===== config.mk =====
export PLATFORM = sky130hd
export DESIGN_NAME = reduced_salsa_keystream_xor
export DESIGN_NICKNAME = d
export VERILOG_FILES = /design/src/hw/rtl/rskx_pkg.sv /design/src/hw/rtl/reduced_salsa_keystream_xor.sv
export SDC_FILE = /design/constraint.sdc
export NUM_CORES = 2
export LEC_CHECK = 0
export ABC_CLOCK_PERIOD_IN_PS = 5300
export BUFFER_PORTS_ARGS = -buffer_cell sky130_fd_sc_hd__buf_4
export CAP_MARGIN = 40
export CORE_MARGIN = 3
export CORE_UTILIZATION = 56
export DETAILED_ROUTE_END_ITERATION = 7
export GPL_TIMING_DRIVEN = 0
export PLACE_DENSITY_LB_ADDON = 0.05
export REMOVE_ABC_BUFFERS = 1
export SETUP_SLACK_MARGIN = 0.05
export SLEW_MARGIN = 20
export SYNTH_ARGS = -nofsm -noshare
export SYNTH_HDL_FRONTEND = slang
export SYNTH_SLANG_ARGS = --single-unit

===== constraint.sdc =====
create_clock -name i_clk -period 5.3 [get_ports i_clk]
set_input_delay 1.06 -clock i_clk [delete_from_list [all_inputs] [get_ports i_clk]]
set_output_delay 1.06 -clock i_clk [all_outputs]
set_load 0.01 [all_outputs]

===== src/hw/rtl/rskx_pkg.sv =====
// ----------------------------------------------------------------------------
// rskx_pkg: shared types and constants of the reduced keystream XOR block
// Transfer payload structs, register indexes and the word rotate helper.
// ----------------------------------------------------------------------------
package rskx_pkg;

    localparam int WORD_W     = 32;
    localparam int NUM_WORDS  = 16;
    localparam int CFG_ADDR_W = 3;

    localparam logic [CFG_ADDR_W-1:0] CFG_KEY_WORD0   = 3'd0;
    localparam logic [CFG_ADDR_W-1:0] CFG_KEY_WORD1   = 3'd1;
    localparam logic [CFG_ADDR_W-1:0] CFG_KEY_WORD2   = 3'd2;
    localparam logic [CFG_ADDR_W-1:0] CFG_KEY_WORD3   = 3'd3;
    localparam logic [CFG_ADDR_W-1:0] CFG_NONCE_WORD0 = 3'd4;
    localparam logic [CFG_ADDR_W-1:0] CFG_NONCE_WORD1 = 3'd5;

    localparam logic [WORD_W-1:0] FILL_WORD   = 32'hdeadbeef;
    localparam logic [WORD_W-1:0] NONCE0_RST  = 32'h12345678;
    localparam logic [WORD_W-1:0] NONCE1_RST  = 32'h9abcdef0;

    typedef struct packed {
        logic [7:0] data_byte;
        logic       end_of_message;
    } t_in_item;

    typedef struct packed {
        logic [7:0] out_byte;
        logic       out_last;
    } t_out_item;

    function automatic logic [WORD_W-1:0] rol32(input logic [WORD_W-1:0] v,
                                                 input logic [4:0] s);
        rol32 = (v << s) | (v >> (6'd32 - {1'b0, s}));
    endfunction

endpackage


===== src/hw/rtl/reduced_salsa_keystream_xor.sv =====
// ----------------------------------------------------------------------------
// reduced_salsa_keystream_xor: message byte XOR with a fixed 64-byte keystream
// Builds the keystream from key and nonce words by two passes of column
// quarter rounds, then XORs one message byte per cycle with it while the input is not stalled.
//
//   channel   direction  signals                                 payload
//   in        sink       i_in_valid, o_in_stall, i_in_data       t_in_item
//   out       source     o_out_valid, i_out_stall, o_out_data    t_out_item
//   cfg       sink       i_cfg_wr_en, i_cfg_addr, i_cfg_wdata    32-bit word
//
// After reset and after every register write the keystream is rebuilt in
// one load step and eight mix steps, all four columns at once.
// o_in_stall is high during the rebuild. Afterwards one byte per cycle is
// taken while o_in_stall is low; each result is registered. A skid register
// holds one result while the output is stalled, so outside a rebuild input
// stalls only when both output and skid registers are full.
// ----------------------------------------------------------------------------
module reduced_salsa_keystream_xor
    import rskx_pkg::*;
(
    input  logic                  i_clk,
    input  logic                  i_rst_n,
    input  logic                  i_cfg_wr_en,
    input  logic [CFG_ADDR_W-1:0] i_cfg_addr,
    input  logic [WORD_W-1:0]     i_cfg_wdata,
    input  logic                  i_in_valid,
    output logic                  o_in_stall,
    input  t_in_item              i_in_data,
    output logic                  o_out_valid,
    input  logic                  i_out_stall,
    output t_out_item             o_out_data
);

    localparam logic [1:0] MIX_B = 2'd0;
    localparam logic [1:0] MIX_C = 2'd1;
    localparam logic [1:0] MIX_D = 2'd2;
    localparam logic [1:0] MIX_A = 2'd3;
    localparam logic [3:0] STEP_LOAD = 4'd0;
    localparam logic [3:0] STEP_LAST = 4'd8;

    logic [WORD_W-1:0] r_key [4];
    logic [WORD_W-1:0] r_nonce [2];
    logic [WORD_W-1:0] r_words [NUM_WORDS];
    logic [WORD_W-1:0] n_words [NUM_WORDS];
    logic              r_building;
    logic [3:0]        r_step;
    logic [3:0]        step_m1;
    logic [5:0]        r_pos;
    logic              r_out_valid;
    t_out_item         r_out;
    logic              r_skid_valid;
    t_out_item         r_skid;
    t_out_item         result;
    logic              cfg_hit;
    logic              in_fire;
    logic              out_free;
    logic [WORD_W-1:0] sel_word;

    assign step_m1 = r_step - 4'd1;

    always_comb begin
        n_words = r_words;
        if (r_step == STEP_LOAD) begin
            for (int i = 0; i < 4; i++) begin
                n_words[i] = r_key[i];
            end
            n_words[4] = r_nonce[0];
            n_words[5] = r_nonce[1];
            for (int i = 6; i < NUM_WORDS; i++) begin
                n_words[i] = FILL_WORD;
            end
        end else begin
            for (int c = 0; c < 4; c++) begin
                case (step_m1[1:0])
                    MIX_B: n_words[c+4] = r_words[c+4]
                        ^ rol32(r_words[c] + r_words[c+12], 5'd7);
                    MIX_C: n_words[c+8] = r_words[c+8]
                        ^ rol32(r_words[c+4] + r_words[c], 5'd9);
                    MIX_D: n_words[c+12] = r_words[c+12]
                        ^ rol32(r_words[c+8] + r_words[c+4], 5'd13);
                    MIX_A: n_words[c] = r_words[c]
                        ^ rol32(r_words[c+12] + r_words[c+8], 5'd18);
                endcase
            end
        end
    end

    always_comb begin
        cfg_hit = 1'b0;
        if (i_cfg_wr_en) begin
            unique case (i_cfg_addr) inside
                CFG_KEY_WORD0, CFG_KEY_WORD1, CFG_KEY_WORD2, CFG_KEY_WORD3,
                CFG_NONCE_WORD0, CFG_NONCE_WORD1: cfg_hit = 1'b1;
                default: cfg_hit = 1'b0;
            endcase
        end
    end

    always_ff @(posedge i_clk) begin
        if (!i_rst_n) begin
            r_key[0]   <= '0;
            r_key[1]   <= '0;
            r_key[2]   <= '0;
            r_key[3]   <= '0;
            r_nonce[0] <= NONCE0_RST;
            r_nonce[1] <= NONCE1_RST;
            r_building <= 1'b1;
            r_step     <= STEP_LOAD;
        end else begin
            if (cfg_hit) begin
                if (i_cfg_addr == CFG_NONCE_WORD0) begin
                    r_nonce[0] <= i_cfg_wdata;
                end else if (i_cfg_addr == CFG_NONCE_WORD1) begin
                    r_nonce[1] <= i_cfg_wdata;
                end else begin
                    r_key[i_cfg_addr[1:0]] <= i_cfg_wdata;
                end
                r_building <= 1'b1;
                r_step     <= STEP_LOAD;
            end else if (r_building) begin
                r_step <= r_step + 4'd1;
                if (r_step == STEP_LAST) begin
                    r_building <= 1'b0;
                end
            end
        end
    end

    always_ff @(posedge i_clk) begin
        if (r_building) begin
            r_words <= n_words;
        end
    end

    assign o_in_stall = r_building || r_skid_valid;
    assign in_fire    = i_in_valid && !o_in_stall;
    assign out_free   = !r_out_valid || !i_out_stall;

    assign sel_word        = r_words[r_pos[5:2]];
    assign result.out_byte = i_in_data.data_byte
                             ^ sel_word[{r_pos[1:0], 3'b000} +: 8];
    assign result.out_last = i_in_data.end_of_message;

    always_ff @(posedge i_clk) begin
        if (!i_rst_n) begin
            r_pos        <= '0;
            r_out_valid  <= 1'b0;
            r_skid_valid <= 1'b0;
        end else begin
            if (in_fire) begin
                r_pos <= i_in_data.end_of_message ? 6'd0 : r_pos + 6'd1;
            end
            if (out_free) begin
                if (r_skid_valid) begin
                    r_out        <= r_skid;
                    r_out_valid  <= 1'b1;
                    r_skid_valid <= 1'b0;
                end else if (in_fire) begin
                    r_out       <= result;
                    r_out_valid <= 1'b1;
                end else begin
                    r_out_valid <= 1'b0;
                end
            end else if (in_fire) begin
                r_skid       <= result;
                r_skid_valid <= 1'b1;
            end
        end
    end

    assign o_out_valid = r_out_valid;
    assign o_out_data  = r_out;

endmodule

==> summary.md <==
| Metric | Value |
|---|---|
| Post-CTS setup buffers | 0 |
| Mapped Cells | roughly 5.9k |
| Core Area | around 110,000 µm² |
| Hold_sp | r_key[1][14]$_SDFFCE_PN0P_ |
| F_max | ~220 MHz |
| Area contributors post-synth | edfxtp_1 36%, xnor2_1 11%, ha_1 11% |
| GR Util met1 | between 50% and 60% |
| Kind of critical path | reg2reg |
| FF-to-FF setup slack | 0.65 ns |
| Clock root buffer master | clkbuf_16 |
| Number of global-route vias before repair | about 47k |
| Worst r2r src | r_words[448]$_DFFE_PP_ |
| Met3 Use GR | roughly 15% |
| Worst setup EP type | flop |
| Critical Path RT | around 5.7 ns |
| Top cell type's share of synthesized area | approximately 36% |
| Synth warn | 0 |
| Die Height | approximately 330 µm |
| RSZ-0062 raised after global routing | false |
| Via count | 51.4k |
| CTS tree | done |
| Final WL | 256 mm |
| IO Port Bufs | between 50 and 60 |
| Area growth syn-to-layout | 9.35% |
| Layout Skew | approximately 0.028 ns |
| Hold Crit Class | reg2reg |
| Final Hold Fails | 0 |
| Mapped Avg Cell Area | between 10 and 15 µm² |
| Met2 global-route usage | about 66% |
| Yosys reg bits | approximately 740 |
| Die Footprint | 110,000 µm² |
| R2R cell count | 13 |
| Slew @ Worst Pin | roughly 1.1 ns |
| Gr ovfl total | 0 |
| Post-detail-place hpwl | 196 mm |
| GR Util All Layers | ~45% |
| Outcome | complete, no violations |
| Site row count | roughly 120 |
| Wirelength per Cell | around 35 µm |
| Pre-CTS setup slack | approximately 1 ns |
| CTS Buffer Depth | 3 |
| Post-cts repair resize count | 0 |
| Tmin final | approximately 4.6 ns |
| Residual DRC | 0 |
| Post-route cell area | roughly 65,000 µm² |
| Worst relative slew slack | 29.6% |
| Gr busiest metal | met2 |
| CTS clk-pin slew, worst paths | ~0.060 ns |
| Worst setup SP type | flop |
| Routed Antenna Nets | 0 |
| Leading area contributor after synthesis | edfxtp_1 |
| WHS Path Cells | 2 |
| Num CTS Buffers | 89 |
| Post-CTS Hold Fix Bufs | 0 |
| Initial antenna violation count | 50 |
| TNS Setup | 0 ns |
| Worst hold margin | 0.519 ns |
| Fin crit share | between 80 and 90% |
| Largest net degree at the start of global routing | 63 |
| Sequential-to-total area share from yosys stat | between 30 and 40% |
| Synthesized area | about 60,000 µm² |
| RR Endpoint | r_words[323]$_DFFE_PP_ |
| EDFF count, synth | ~720 |
| Skew-Pair Late Insertion Delay | about 0.72 ns |
| Final Slew Violations | 0 |
| Final setup fails | 0 |
| Vias/cell | 6.94 |
| Setup WS post-layout | ~0.65 ns |
| Global-route wire length before repair | 355 mm |
| I/O Pins | 60 |
| Worst Hold End | r_words[462]$_DFFE_PP_ |
| Starting Density | a little under three fifths |
| Placed inst area | 62,200 µm² |
| Final nets | 6,444 |
| Max-cap violations | 0 |
| CP max FO | 4 |
| Critical path arrival | slightly above 5 ns |
| # clock sinks | between 700 and 800 |
| DR iter-0 viols | 6,991 |
| Die width | approximately 330 µm |
| Synth unique cells | 82 |
| Post-synth ARST share | 0% |
| DRT Pass-1 Iters | 8 |
| Routability cong. | around 1.1 |
| Layout cells sized above 1 | ~8.2% |
| Top_reg_cell synth | edfxtp_1 |
| CTS H-Tree Depth | 3 |
-- how the worst max path moves through the flow --
stage / start / end / slack [ns] / cells after the start
6_report: r_words[448]$_DFFE_PP_ / r_words[323]$_DFFE_PP_ / 0.65 / 13
5_1_grt: r_words[448]$_DFFE_PP_ / r_words[323]$_DFFE_PP_ / 0.50 / 13
4_1_cts: r_words[448]$_DFFE_PP_ / r_words[323]$_DFFE_PP_ / 0.90 / 13
3_5_place_dp: r_words[448]$_DFFE_PP_ / r_words[323]$_DFFE_PP_ / 0.97 / 13
3_3_place_gp: r_step[0]$_SDFFE_PP0P_ / r_words[231]$_SDFFCE_PP1P_ / -21.90 / 4
2_1_floorplan: r_step[0]$_SDFFE_PP0P_ / r_words[0]$_SDFFCE_PP1P_ / -7.44 / 4
-- metal layers --
metal | vias up | routed length (µm)
met4 | 22 | 24800
met1 | 25000 | 92100
met2 | 3532 | 107000
li1 | 21800 | -
met5 | - | 756
met3 | 1020 | 31600
-- cell type report --
type / count / area [µm²]
Antenna cell: 69 / 173
Inverter: 111 / 417
Clock inverter: 56 / 455
Clock buffer: 107 / 2310
Sequential cell: 735 / 22000
Fill cell: 8931 / 40300
Tap cell: 1391 / 1740
Timing Repair Buffer: 126 / 1570
Multi-Input combinational cell: 4813 / 36500
-- synthesized netlist by cell type, drive strengths merged (49+ instances only) --
cell      n
edfxtp  722
o21bai   52
clkbuf  164
a31oi    65
and2    170
o21a     54
nor2b    56
o21ai   272
nor2    436
mux4    168
inv     111
xnor2   776
nand2   485
nand4    49
nand3    88
nand2b   69
a21o    334
ha      503
xor2    210
a21oi   561
-- logic make-up after synthesis --
logic type / share of synthesized area (%)
compound gates: 16.8
simple gates: 12.1
xor+xnor: 14.5
flops: 36.8
fa+ha+maj: 11.1
buf+inv: 2.02
mux: 6.66
-- flip-flops by register name, summed over array words and instances (netlist names) --
name / flops
r_building: 1
r_pos: 6
r_skid: 9
o_out_data: 9
r_skid_valid: 1
r_key: 128
r_words: 512
r_step: 4
r_nonce: 64
o_out_valid: 1
-- critical path: stages (launching register included) --
cell,delay [ns]
edfxtp_1,0.64
ha_1,0.37
fa_1,0.41
a21oi_1,0.36
o211ai_1,0.22
a2111oi_0,0.62
buf_1,0.23
o31ai_1,0.20
a311oi_1,0.47
o21bai_1,0.17
a21oi_1,0.27
o21ai_1,0.11
xnor2_1,0.19
a21oi_1,0.11
-- placed cells by master, fill, tap and decap left out, drive strengths merged, types with 54 or more instances in the layout --
cell / netlist / layout
edfxtp: 722 / 722
mux4: 168 / 168
o21ai: 272 / 272
nor2b: 56 / 56
nand3: 88 / 88
a21oi: 561 / 561
diode: 0 / 69
buf: 33 / 126
inv: 111 / 116
a21o: 334 / 334
o21a: 54 / 54
ha: 503 / 503
xor2: 210 / 210
nand2b: 69 / 69
nor2: 436 / 436
a31oi: 65 / 65
clkbuf: 164 / 107
xnor2: 776 / 776
nand2: 485 / 485
and2: 170 / 170
-- metrics by stage --
stage               util (%)  instances
finish                  61.8       7408
CTS                     61.6       7338
global placement        57.8       7109
detailed placement      59.0       7175
global route            61.7       7356
floorplan                  -       5659
Power is not shown: default switching activity piles up to over one toggle a cycle in this logic, so the estimate is an artifact.
